$ cat src/rtl/core/ilfp_pkg.sv
// ---------------------------------------------------------------------------
// ilfp_pkg
// shared types and constants of the irc line field parser
// ---------------------------------------------------------------------------
package ilfp_pkg;

  // parser phase within one message
  typedef enum logic [3:0] {
    PH_START    = 4'd0,
    PH_SRC      = 4'd1,
    PH_SRC_SP   = 4'd2,
    PH_CMD      = 4'd3,
    PH_CMD_SP   = 4'd4,
    PH_NUM_SKIP = 4'd5,
    PH_DEST     = 4'd6,
    PH_DEST_SP  = 4'd7,
    PH_FIND     = 4'd8,
    PH_PARAMS   = 4'd9,
    PH_PING_SP  = 4'd10,
    PH_PING_PAR = 4'd11
  } phase_t;

  // field kinds on the result side
  localparam logic [2:0] KIND_SRC  = 3'd0;
  localparam logic [2:0] KIND_CMD  = 3'd1;
  localparam logic [2:0] KIND_DEST = 3'd2;
  localparam logic [2:0] KIND_PAR  = 3'd3;
  localparam logic [2:0] KIND_END  = 3'd4;

  // character codes
  localparam logic [7:0] CH_NUL   = 8'h00;
  localparam logic [7:0] CH_LF    = 8'h0a;
  localparam logic [7:0] CH_CR    = 8'h0d;
  localparam logic [7:0] CH_SPACE = 8'h20;
  localparam logic [7:0] CH_BANG  = 8'h21;
  localparam logic [7:0] CH_HASH  = 8'h23;
  localparam logic [7:0] CH_AMP   = 8'h26;
  localparam logic [7:0] CH_COLON = 8'h3a;

  typedef struct packed {
    phase_t     phase;
    logic       cr_held;
    logic [2:0] cmd_len;
    logic       ping_match;
    logic       num_match;
    logic       token_cut;
    logic       skip_spaces;
  } state_t;

  localparam state_t ST_RESET = '{
    phase:       PH_START,
    cr_held:     1'b0,
    cmd_len:     3'd0,
    ping_match:  1'b1,
    num_match:   1'b1,
    token_cut:   1'b0,
    skip_spaces: 1'b0
  };

  typedef struct packed {
    logic [2:0] kind;
    logic [7:0] chr;
    logic       ping;
    logic       last;
  } res_t;

  // results caused by one byte, compacted to the front
  typedef struct packed {
    logic [1:0] count;
    res_t       first;
    res_t       second;
  } res_pair_t;

endpackage

$ cat src/rtl/core/ilfp_step.sv
// ---------------------------------------------------------------------------
// ilfp_step
// next parser state and up to two tagged results for one received byte
// ---------------------------------------------------------------------------
module ilfp_step
  import ilfp_pkg::*;
(
  input  state_t     st,
  input  logic [7:0] rx_byte,
  output state_t     st_next,
  output res_pair_t  res
);

  typedef struct packed {
    state_t     st;
    logic       emit;
    logic [2:0] kind;
    logic [7:0] chr;
  } hres_t;

  function automatic logic [7:0] ping_char(input logic [1:0] idx);
    logic [7:0] c;
    unique case (idx)
      2'd0:    c = 8'h50;
      2'd1:    c = 8'h49;
      2'd2:    c = 8'h4e;
      default: c = 8'h47;
    endcase
    return c;
  endfunction

  function automatic logic [7:0] list_char(input logic [1:0] idx);
    logic [7:0] c;
    unique case (idx)
      2'd1:    c = 8'h35;
      default: c = 8'h33;
    endcase
    return c;
  endfunction

  // one ordinary byte through the field tagger
  function automatic hres_t handle(input state_t s, input logic [7:0] b);
    hres_t r;
    logic  done;
    r.st   = s;
    r.emit = 1'b0;
    r.kind = KIND_PAR;
    r.chr  = b;
    done   = 1'b0;
    if (r.st.phase == PH_START) begin
      if (b == CH_COLON) begin
        r.st.phase     = PH_SRC;
        r.st.token_cut = 1'b0;
        done           = 1'b1;
      end else begin
        r.st.phase = PH_CMD;
      end
    end
    if (!done && r.st.phase == PH_SRC_SP) begin
      if (b == CH_SPACE) done = 1'b1;
      else               r.st.phase = PH_CMD;
    end
    if (!done && r.st.phase == PH_CMD_SP) begin
      if (b == CH_SPACE) begin
        done = 1'b1;
      end else begin
        r.st.token_cut = 1'b0;
        r.st.phase = (r.st.num_match && r.st.cmd_len == 3'd3) ? PH_NUM_SKIP : PH_DEST;
      end
    end
    if (!done && r.st.phase == PH_NUM_SKIP) begin
      if (b != CH_HASH && b != CH_AMP) done = 1'b1;
      else                             r.st.phase = PH_DEST;
    end
    if (!done) begin
      unique case (r.st.phase)
        PH_SRC: begin
          if (b == CH_SPACE) begin
            r.st.phase = PH_SRC_SP;
          end else begin
            if (b == CH_BANG) r.st.token_cut = 1'b1;
            if (!r.st.token_cut) begin
              r.emit = 1'b1;
              r.kind = KIND_SRC;
            end
          end
        end
        PH_CMD: begin
          if (b == CH_SPACE) begin
            r.st.phase = (r.st.ping_match && r.st.cmd_len == 3'd4) ? PH_PING_SP : PH_CMD_SP;
          end else begin
            if (r.st.cmd_len >= 3'd4 || b != ping_char(r.st.cmd_len[1:0]))
              r.st.ping_match = 1'b0;
            if (r.st.cmd_len >= 3'd3 || b != list_char(r.st.cmd_len[1:0]))
              r.st.num_match = 1'b0;
            if (r.st.cmd_len != 3'd7) r.st.cmd_len = r.st.cmd_len + 3'd1;
            r.emit = 1'b1;
            r.kind = KIND_CMD;
          end
        end
        PH_DEST: begin
          if (b == CH_COLON) begin
            r.st.phase = PH_PARAMS;
          end else if (b == CH_SPACE) begin
            r.st.phase = PH_DEST_SP;
          end else begin
            if (b == CH_BANG) r.st.token_cut = 1'b1;
            if (!r.st.token_cut) begin
              r.emit = 1'b1;
              r.kind = KIND_DEST;
            end
          end
        end
        PH_DEST_SP, PH_FIND: begin
          if (b == CH_COLON)      r.st.phase = PH_PARAMS;
          else if (b != CH_SPACE) r.st.phase = PH_FIND;
        end
        PH_PING_SP: begin
          if (b != CH_SPACE) begin
            r.st.phase = PH_PING_PAR;
            r.emit     = 1'b1;
            r.kind     = KIND_PAR;
          end
        end
        default: begin
          r.emit = 1'b1;
          r.kind = KIND_PAR;
        end
      endcase
    end
    return r;
  endfunction

  state_t s;
  hres_t  h_cr;
  hres_t  h_b;
  logic   go;
  logic   r0_valid;
  logic   r1_valid;
  res_t   r0;
  res_t   r1;

  always_comb begin
    s        = st;
    go       = 1'b0;
    r0_valid = 1'b0;
    r1_valid = 1'b0;
    r0       = '0;
    r1       = '0;
    h_cr     = '0;
    h_b      = '0;
    if (rx_byte != CH_NUL) begin
      go = 1'b1;
      if (s.cr_held) begin
        s.cr_held = 1'b0;
        if (rx_byte == CH_LF) begin
          // end of message
          r0_valid      = 1'b1;
          r0.kind       = KIND_END;
          r0.chr        = CH_NUL;
          r0.ping       = (s.phase == PH_PING_SP) || (s.phase == PH_PING_PAR);
          s.phase       = PH_START;
          s.cmd_len     = 3'd0;
          s.ping_match  = 1'b1;
          s.num_match   = 1'b1;
          s.token_cut   = 1'b0;
          s.skip_spaces = 1'b1;
          go            = 1'b0;
        end else begin
          // lone cr is an ordinary byte
          s.skip_spaces = 1'b0;
          h_cr          = handle(s, CH_CR);
          s             = h_cr.st;
          r0_valid      = h_cr.emit;
          r0.kind       = h_cr.kind;
          r0.chr        = h_cr.chr;
        end
      end
      if (go && s.skip_spaces) begin
        if (rx_byte == CH_SPACE) go = 1'b0;
        else                     s.skip_spaces = 1'b0;
      end
      if (go) begin
        if (rx_byte == CH_CR) begin
          s.cr_held = 1'b1;
        end else begin
          h_b      = handle(s, rx_byte);
          s        = h_b.st;
          r1_valid = h_b.emit;
          r1.kind  = h_b.kind;
          r1.chr   = h_b.chr;
        end
      end
    end
    st_next = s;

    res = '0;
    if (r0_valid && r1_valid) begin
      res.count       = 2'd2;
      res.first       = r0;
      res.second      = r1;
      res.second.last = 1'b1;
    end else if (r0_valid) begin
      res.count      = 2'd1;
      res.first      = r0;
      res.first.last = 1'b1;
    end else if (r1_valid) begin
      res.count      = 2'd1;
      res.first      = r1;
      res.first.last = 1'b1;
    end
  end

endmodule

$ cat src/rtl/core/irc_line_field_parser_top.sv
// ---------------------------------------------------------------------------
// irc_line_field_parser_top
// streaming irc line splitter that tags every kept byte with its field
// ---------------------------------------------------------------------------
// channel  | direction | tdata            | tuser                 | tlast
// s_axis   | in        | [7:0] rx_byte    | -                     | -
// m_axis   | out       | [7:0] char_value | [2:0] field_kind,     | run_last
//          |           |                  | [3] ping_seen         |
//
// one byte is taken per clock while s_axis_tready is high; the parser state and the result queue update
// in the cycle of acceptance, results appear on m_axis the next cycle
// a byte that gives two results (a lone cr and the byte after it) holds off
// s_axis while the first word drains from the queue
// rst is synchronous, active high; it returns the parser to the start of a
// message and empties the queue
// a stall on m_axis holds the queue head; s_axis is ready again as soon as
// the queue is empty after this cycle's pop
// ---------------------------------------------------------------------------
module irc_line_field_parser_top
  import ilfp_pkg::*;
(
  input  logic       clk,
  input  logic       rst,
  input  logic       s_axis_tvalid,
  output logic       s_axis_tready,
  input  logic [7:0] s_axis_tdata,   // [7:0] rx_byte
  output logic       m_axis_tvalid,
  input  logic       m_axis_tready,
  output logic [7:0] m_axis_tdata,   // [7:0] char_value
  output logic [3:0] m_axis_tuser,   // [2:0] field_kind, [3] ping_seen
  output logic       m_axis_tlast    // run_last
);

  // parser state
  state_t     st;
  state_t     st_next;
  res_pair_t  res;

  // two-word result queue, head in q0
  res_t       q0;
  res_t       q1;
  logic [1:0] cnt;

  logic       in_take;
  logic       out_pop;

  ilfp_step u_step (
    .st      (st),
    .rx_byte (s_axis_tdata),
    .st_next (st_next),
    .res     (res)
  );

  assign out_pop       = m_axis_tvalid && m_axis_tready;
  // new byte only when the queue is empty after this cycle's pop
  assign s_axis_tready = (cnt == 2'd0) || (cnt == 2'd1 && m_axis_tready);
  assign in_take       = s_axis_tvalid && s_axis_tready;

  // parser state register
  always_ff @(posedge clk) begin
    if (rst) begin
      st <= ST_RESET;
    end else if (in_take) begin
      st <= st_next;
    end
  end

  // queue occupancy
  always_ff @(posedge clk) begin
    if (rst) begin
      cnt <= 2'd0;
    end else if (in_take) begin
      cnt <= res.count;
    end else if (out_pop) begin
      cnt <= cnt - 2'd1;
    end
  end

  // queue payload, no reset needed
  always_ff @(posedge clk) begin
    if (in_take) begin
      q0 <= res.first;
      q1 <= res.second;
    end else if (out_pop) begin
      q0 <= q1;
    end
  end

  assign m_axis_tvalid = (cnt != 2'd0);
  assign m_axis_tdata  = q0.chr;
  assign m_axis_tuser  = {q0.ping, q0.kind};
  assign m_axis_tlast  = q0.last;

endmodule

$ cat config.mk
export PLATFORM = sky130hd
export DESIGN_NAME = irc_line_field_parser_top
export DESIGN_NICKNAME = d
export VERILOG_FILES = /design/src/rtl/core/ilfp_pkg.sv /design/src/rtl/core/ilfp_step.sv /design/src/rtl/core/irc_line_field_parser_top.sv
export SDC_FILE = /design/constraint.sdc
export NUM_CORES = 1
export LEC_CHECK = 0
export BUFFER_PORTS_ARGS = -buffer_cell sky130_fd_sc_hd__buf_2
export CORE_ASPECT_RATIO = 1.5
export CORE_MARGIN = 5
export CORE_UTILIZATION = 45
export CTS_BUF_LIST = sky130_fd_sc_hd__clkbuf_8
export CTS_CLUSTER_SIZE = 20
export DETAILED_ROUTE_END_ITERATION = 6
export PLACE_DENSITY_LB_ADDON = 0.1
export SYNTH_ARGS = -nofsm -noshare
export SYNTH_HDL_FRONTEND = slang
export SYNTH_SLANG_ARGS = --single-unit
$ cat constraint.sdc
create_clock -name clk -period 11.9 [get_ports clk]
set_clock_uncertainty 0.05 [all_clocks]
set_input_delay 1.785 -clock clk [delete_from_list [all_inputs] [get_ports clk]]
set_output_delay 1.785 -clock clk [all_outputs]
set_load 0.005 [all_outputs]
==> metrics.md, run 1 <==
| Metric | Value |
|---|---|
| M1 WL | `3913 um` |
| Final ANT Viol Nets | `0` |
| DR WL met2 | `4970 um` |
| TritonCTS Buffers | `5` |
| Pwr dens | `252.0 nW/um2` |
| CP Data Required Time | `11.89 ns` |
| Routed wire length | `9747 um` |
| Min-Delay Path Class | `register to register` |
| Full die area | `8974 um2` |
| DR DRC count | `0` |
| Number of global-route vias before repair | `2865` |
| Die height | `113.6 um` |
| Post-Syn Area | `3217 um2` |
| Layout cells sized above 1 | `16.80%` |
| RSZ-0062 raised after global routing | `no` |
| Placed cells | `451` |
| Clk buf depth | `2` |
| Syn_area_per_cell | `8.741 um2` |
| Slew @ Worst Pin | `0.9967 ns` |
| DR top layer | `met4` |
| Initial DRC Count | `253` |
| Ys flop type | `edfxtp_1` |
| Async S/R FF share, synth | `0%` |
| Post-CTS Repair Setup Buffers | `0` |
| Overall power | `0.8755 mW` |
| Vias | `3112` |
| Hold Vio Cnt, Final | `0` |
| Final period utilization | `56.83%` |
| IO Port Bufs | `26` |
| Hold slack | `0.4075 ns` |
| Cell area after layout | `3475 um2` |
| Pleak | `1.265 nW` |
| Setup_tns | `0 ns` |
| Yosys warns | `0` |
| Area fraction of the dominant cell type after synthesis | `22.40%` |
| Clock sinks | `38` |
| Number of synthesized flops with an enable pin | `24` |
| I/O pin count | `27` |
| WL/cell | `21.24 um` |
| Status | `completed` |
| Clk slew on worst S/H paths | `0.08 ns` |
| Placed cell area | `3337 um2` |
| Area delta synth->final | `8.012%` |
| Die width | `79.04 um` |
| CTS tree | `yes` |
| Pre-CTS worst setup slack | `4.926 ns` |
| Peak fanout along the critical path | `13` |
| Congestion Overflow GR | `0` |
| Area contributors post-synth | `edfxtp_1, dfxtp_1, nand2_1` |
| Setup violations, final | `0` |
| Most frequent cells in the layout | `nor2_1, nand2_1, o21ai_0, buf_2, edfxtp_1` |
| Minimum clock period | `6.763 ns` |
| Via density | `6.780` |
| Critical Path AT | `6.75 ns` |
| GP Congestion | `0.9916` |
| Pin count of the biggest net entering global routing | `30` |
| WS Path Type | `primary input to register` |
| Syn nets | `387` |
| Row cnt | `37` |
| Register bit total from synthesis | `38` |
| Antenna Cells | `0` |
| CTS Root Cell | `clkbuf_8` |
| Finished Layout Cells | `459` |
| DR WL met3 | `448 um` |
| PnR worst setup slack | `5.137 ns` |
| Max cap viols | `0` |
| Worst skew pair latency | `0.30 ns` |
| Total Routing Usage GR | `21.81%` |
| Max Fclk | `0.1479 GHz` |
| TritonRoute pass-1 iters | `5` |
| Critical Path Sink Type | `register` |
| Seq/Total Area, Yosys | `31.12%` |
| Htree depth | `2` |
| Core box area | `6898 um2` |
| Post-synth top area cell | `edfxtp_1` |
| Rel. slew slack | `32.99%` |
| Final nets | `399` |
| Post-layout util | `50.37%` |
| First-pass GRT wire length | `15300 um` |
| Distinct cells, synth | `84` |
| Crit path launch type | `primary input` |
| Worst VDD drop | `0.0001246 V` |
| Hpwl dp | `7340 um` |
| CTS Hold Bufs | `0` |
| Syn Inst Count | `368` |
| Initial antenna violation count | `0` |
| Starting density of the core | `46.64%` |
| Slew Viols, Final | `0` |
| Post-CTS Resized | `0` |
## worst paths after layout
check	to	from	cells after the start	slack [ns]
min reg2reg	cnt[1]	cnt[1]	2	0.41
min	cnt[1]	cnt[1]	2	0.41
max reg2reg	m_axis_tdata[4]	st[7]	18	5.80
max	m_axis_tdata[4]	s_axis_tdata[4]	20	5.14
## synth_stat cells (3+ instances only)
| library cell | number |
|---|---|
| o211ai_1 | 6 |
| inv_1 | 11 |
| a21oi_1 | 14 |
| nand4_1 | 6 |
| dfxtp_1 | 14 |
| xnor2_1 | 5 |
| clkbuf_1 | 11 |
| o22ai_1 | 3 |
| mux2i_1 | 5 |
| nor2b_1 | 3 |
| and3_1 | 9 |
| and4_1 | 3 |
| buf_2 | 5 |
| a311oi_1 | 3 |
| a211o_1 | 3 |
| nand2_1 | 36 |
| edfxtp_1 | 24 |
| a22oi_1 | 4 |
| a211oi_2 | 3 |
| nand3_1 | 8 |
| o21ai_0 | 27 |
| ha_1 | 7 |
| a41o_1 | 3 |
| nor2_1 | 36 |
| a31oi_1 | 5 |
| a41oi_1 | 3 |
| nand2b_1 | 5 |
| a211oi_1 | 4 |
| and2_1 | 6 |
| o32ai_1 | 5 |
| nor3_1 | 12 |
| buf_4 | 5 |
| nor4_1 | 6 |
## cell families (layout without fill, tap and decap cells)
family / Yosys count / after routing / synth area share, %
xor gates and xnor gates: 6 / 6 / 1.634
DFF: 38 / 38 / 31.12
buffers and inverters: 37 / 50 / 5.562
and+or+nand+nor: 155 / 155 / 27.38
muxes: 5 / 5 / 1.556
adders and majority gates: 7 / 7 / 2.723
AOI/OAI and AO/OA: 120 / 120 / 30.03
## registers in the layout, summed over array words and instances (netlist names)
signal	count
m_axis_tlast	1
m_axis_tdata	8
q1	11
st	12
cnt	2
m_axis_tuser	4
## report_power, final
group | leakage [nW] | switching [mW] | internal (mW)
clock network | 0.0683 | 0.0523 | 0.0841
registers | 0.354 | 0.0443 | 0.200
logic | 0.843 | 0.302 | 0.193
total | 1.27 | 0.398 | 0.477
## layer usage
layer | track usage [%] | up-vias
li1 | - | 1471
met1 | 25.41 | 1498
met2 | 38.64 | 116
met3 | 2.844 | 27
met4 | 10.89 | 0
met5 | 0 | -
## area by class of cell
cell class / count / area, um2
Fill cell: 665 / 3423
Clock buffer: 5 / 68.82
Inverter: 13 / 48.80
Multi-Input combinational cell: 293 / 2037
Sequential cell: 38 / 1001
Tap cell: 78 / 97.59
Timing Repair Buffer: 29 / 152.6
Clock inverter: 3 / 68.82
## critical path: stages
cell      delay, ns
buf_2          0.16
or4_4          0.61
nor2_1         0.22
o21ai_0        0.12
a32oi_1        0.33
inv_1          0.17
ha_1           0.33
inv_1          0.11
a311oi_1       0.07
o32ai_2        0.41
a211oi_2       0.21
a211o_1        0.38
nand2_1        0.14
a21oi_1        0.08
nor4_1         0.33
ha_1           0.46
a2111o_1       0.19
nor2_1         0.07
a31oi_2        0.40
o21ai_0        0.16
(Power assumes the default switching activity.)
==> run 2, diff against run 1 <==
- clock period: 11.9 -> 6.6 ns (I/O delays scaled with it)
==> run 2 against run 1 <==
Worst hold slack worse by 0.0010 ns. Register-to-register slack worse by 4.5 ns. Utilization up 1.1 points. Critical path depth unchanged. Count of clock-buffer cells in the layout unchanged. Design area up 2.2%. Non-clock buffer count up 10. Largest cell class unchanged. Via count up 0.13%.
==> metrics.md, run 2 (same netlist as run 1, synthesis figures left out) <==
| Metric | Value |
|---|---|
| Status | `completed` |
| Via density | `6.644 (-2.0%)` |
| Routed wire length | `9893 um (+1.5%)` |
| Origin of the critical flop-to-flop path | `st[10]` |
| IO Port Bufs | `26 (unchanged)` |
| Clk buf depth | `2 (unchanged)` |
| Slew Viols, Final | `0 (unchanged)` |
| TritonRoute pass-1 iters | `5 (unchanged)` |
| Sw Pwr | `0.7289 mW (+83%)` |
| Rel. slew slack | `39.49% (+6.5 points)` |
| WS Path Type | `primary input to register` |
| Fillers | `635 (-4.5%)` |
| Internal | `0.8806 mW (+85%)` |
| Overall power | `1.610 mW (+84%)` |
| Placed cell area | `3412 um2 (+2.2%)` |
| Clk slew on worst S/H paths | `0.09 ns (about the same)` |
| Post-layout util | `51.46% (+1.1 points)` |
| Pre-CTS worst setup slack | `0.6680 ns (-4.258 ns)` |
| Die width | `79.04 um (unchanged)` |
| Post-CTS Resized | `0 (unchanged)` |
| Row cnt | `37 (unchanged)` |
| Pleak | `1.316 nW (+4.0%)` |
| Crit path launch type | `primary input` |
| Reg2Reg Depth | `19 (+1)` |
| I/O pin count | `27 (unchanged)` |
| Core box area | `6898 um2 (unchanged)` |
| Max Fclk | `0.1760 GHz` |
| Critical path buffers and inverters | `3 (unchanged)` |
| Slowest stage cell, crit path | `or4_4` |
| Cell area after layout | `3550 um2 (+2.2%)` |
| Full die area | `8974 um2 (unchanged)` |
| Critical Path AT | `5.67 ns (-1.08 ns)` |
| Levels on crit path | `20 (unchanged)` |
| Setup violations, final | `0 (unchanged)` |
| Slew @ Worst Pin | `0.9042 ns (-0.09245 ns)` |
| Final ANT Viol Nets | `0 (unchanged)` |
| Min-Delay Path Class | `register to register` |
| Initial antenna violation count | `0 (unchanged)` |
| CTS Hold Bufs | `0 (unchanged)` |
| Most frequent cells in the layout | `nor2_1, nand2_1, o21ai_0, buf_2, edfxtp_1` |
| WHS Path Cells | `2 (unchanged)` |
| RSZ-0062 raised after global routing | `no` |
| CP Data Required Time | `6.58 ns (-5.31 ns)` |
| Worst stage delay on the critical path | `0.62 ns (about the same)` |
| CTS Root Cell | `clkbuf_8` |
| Congestion Overflow GR | `0 (unchanged)` |
| HP Start | `cnt[1]` |
| Sw Share | `45.29% (-0.23 points)` |
| Final nets | `409 (+2.5%)` |
| Antenna Cells | `0 (unchanged)` |
| PnR worst setup slack | `0.9167 ns (-4.220 ns)` |
| WL/cell | `21.09 um (-0.67%)` |
| GP Congestion | `1.019 (+2.8%)` |
| TritonCTS Buffers | `5 (unchanged)` |
| Minimum clock period | `5.683 ns` |
| Die height | `113.6 um (unchanged)` |
| Placed cells | `461 (+2.2%)` |
| Worst skew pair latency | `0.31 ns (about the same)` |
| Post-CTS Repair Setup Buffers | `0 (unchanged)` |
| DR DRC count | `0 (unchanged)` |
| Reg2Reg Setup Slack | `1.33 ns (-4.47 ns)` |
| Delay-heaviest family, CP | `compound AO/OA/AOI/OAI gates` |
| Number of global-route vias before repair | `2977 (+3.9%)` |
| Initial DRC Count | `285 (+13%)` |
| Vias | `3116 (+0.13%)` |
| Layout cells sized above 1 | `18.93% (+2.1 points)` |
| Reg-to-reg critical path endpoint | `m_axis_tdata[0]` |
| Pin count of the biggest net entering global routing | `30 (unchanged)` |
| Flip-flop count of the largest register after layout | `12 (unchanged)` |
| Combinational share of power | `60.1% (+3.6 points)` |
| Total Routing Usage GR | `22.53% (+0.73 points)` |
| Seq pwr share | `24.4% (-3.5 points)` |
| Max cap viols | `0 (unchanged)` |
| Pwr dens | `453.4 nW/um2 (+80%)` |
| Area delta synth->final | `10.35%` |
| Hpwl dp | `7450 um (+1.5%)` |
| Htree depth | `2 (unchanged)` |
| CTS tree | `yes` |
| Clock sinks | `38 (unchanged)` |
| Worst VDD drop | `0.0001891 V (+52%)` |
| Clock power frac | `15.4% (-0.2 points)` |
| Worst hold path endpoint | `cnt[1]` |
| Hold slack | `0.4065 ns (-0.0009980 ns)` |
| Critical Path Sink Type | `register` |
| Starting density of the core | `46.64% (unchanged)` |
| Setup_tns | `0 ns (unchanged)` |
| Final period utilization | `86.11%` |
| First-pass GRT wire length | `15870 um (+3.7%)` |
| Worst-path cell chain | `buf_2 -> or4_4 -> nor2_1 -> o21ai_0 -> a32oi_1 -> inv_1 -> ha_1 -> inv_1 -> a311oi_1 -> o32ai_2 -> a211oi_2 -> a211o_1 -> nand2_1 -> a21oi_1 -> nor4_1 -> ha_1 -> a2111o_1 -> nor2_1 -> a31oi_2 -> o32ai_1` |
| Finished Layout Cells | `469 (+2.2%)` |
| Biggest register | `st` |
| Hold Vio Cnt, Final | `0 (unchanged)` |
| Peak fanout along the critical path | `10 (-3)` |
run 2: cell types whose count changed in the layout (fill, tap and decap cells not counted):
cell | previous run | this run
buf_4 | 3 | 13
run 2: worst register-to-register path, cell delays in order (launching register included):
cell      delay (ns)
dfxtp_1         0.31
buf_4           0.20
nor2_1          0.24
nand4_1         0.14
xor2_1          0.16
nor2_1          0.29
ha_1            0.39
inv_1           0.09
a311oi_1        0.38
o32ai_2         0.18
a211oi_2        0.54
nand3_1         0.30
nand2_1         0.22
a21oi_1         0.09
nor4_1          0.34
ha_1            0.26
a2111o_1        0.15
nor2_1          0.07
a31oi_2         0.41
o32ai_1         0.17
run 2: power groups by stage:
stage               Clock (mW)  Sequential (mW)  Combinational (mW)
finish                   0.248            0.393               0.968
global route             0.261            0.403                1.06
CTS                      0.250            0.394               0.957
detailed placement           0            0.399               0.953
global placement             0            0.398               0.962
floorplan                    0            0.400               0.699
run 2: final cells by class:
type / count / area, um2 / area share, %
Tap cell: 78 / 97.59 / 2.749
Multi-Input combinational cell: 293 / 2037 / 57.38
Clock buffer: 5 / 68.82 / 1.939
Timing Repair Buffer: 39 / 227.7 / 6.415
Sequential cell: 38 / 1001 / 28.20
Inverter: 13 / 48.80 / 1.375
Clock inverter: 3 / 68.82 / 1.939
run 2: per-layer routing:
layer,up-vias,GRT usage [%],share of wire [%]
met4,0,9.633,3.8
met5,-,0,0
met3,30,2.844,5.7
met2,136,39.71,50
li1,1479,-,-
met1,1471,27.21,40
run 2: worst max path at each step:
stage	startpoint	to	slack (ns)
after floorplan	s_axis_tdata[5]	m_axis_tdata[0]	1.33
after global placement	s_axis_tdata[4]	m_axis_tdata[4]	0.81
after detailed placement	s_axis_tdata[4]	m_axis_tdata[0]	0.67
after CTS	s_axis_tdata[4]	m_axis_tdata[0]	0.96
after global routing	s_axis_tdata[0]	m_axis_tuser[1]	0.42
final	s_axis_tdata[4]	m_axis_tdata[0]	0.92
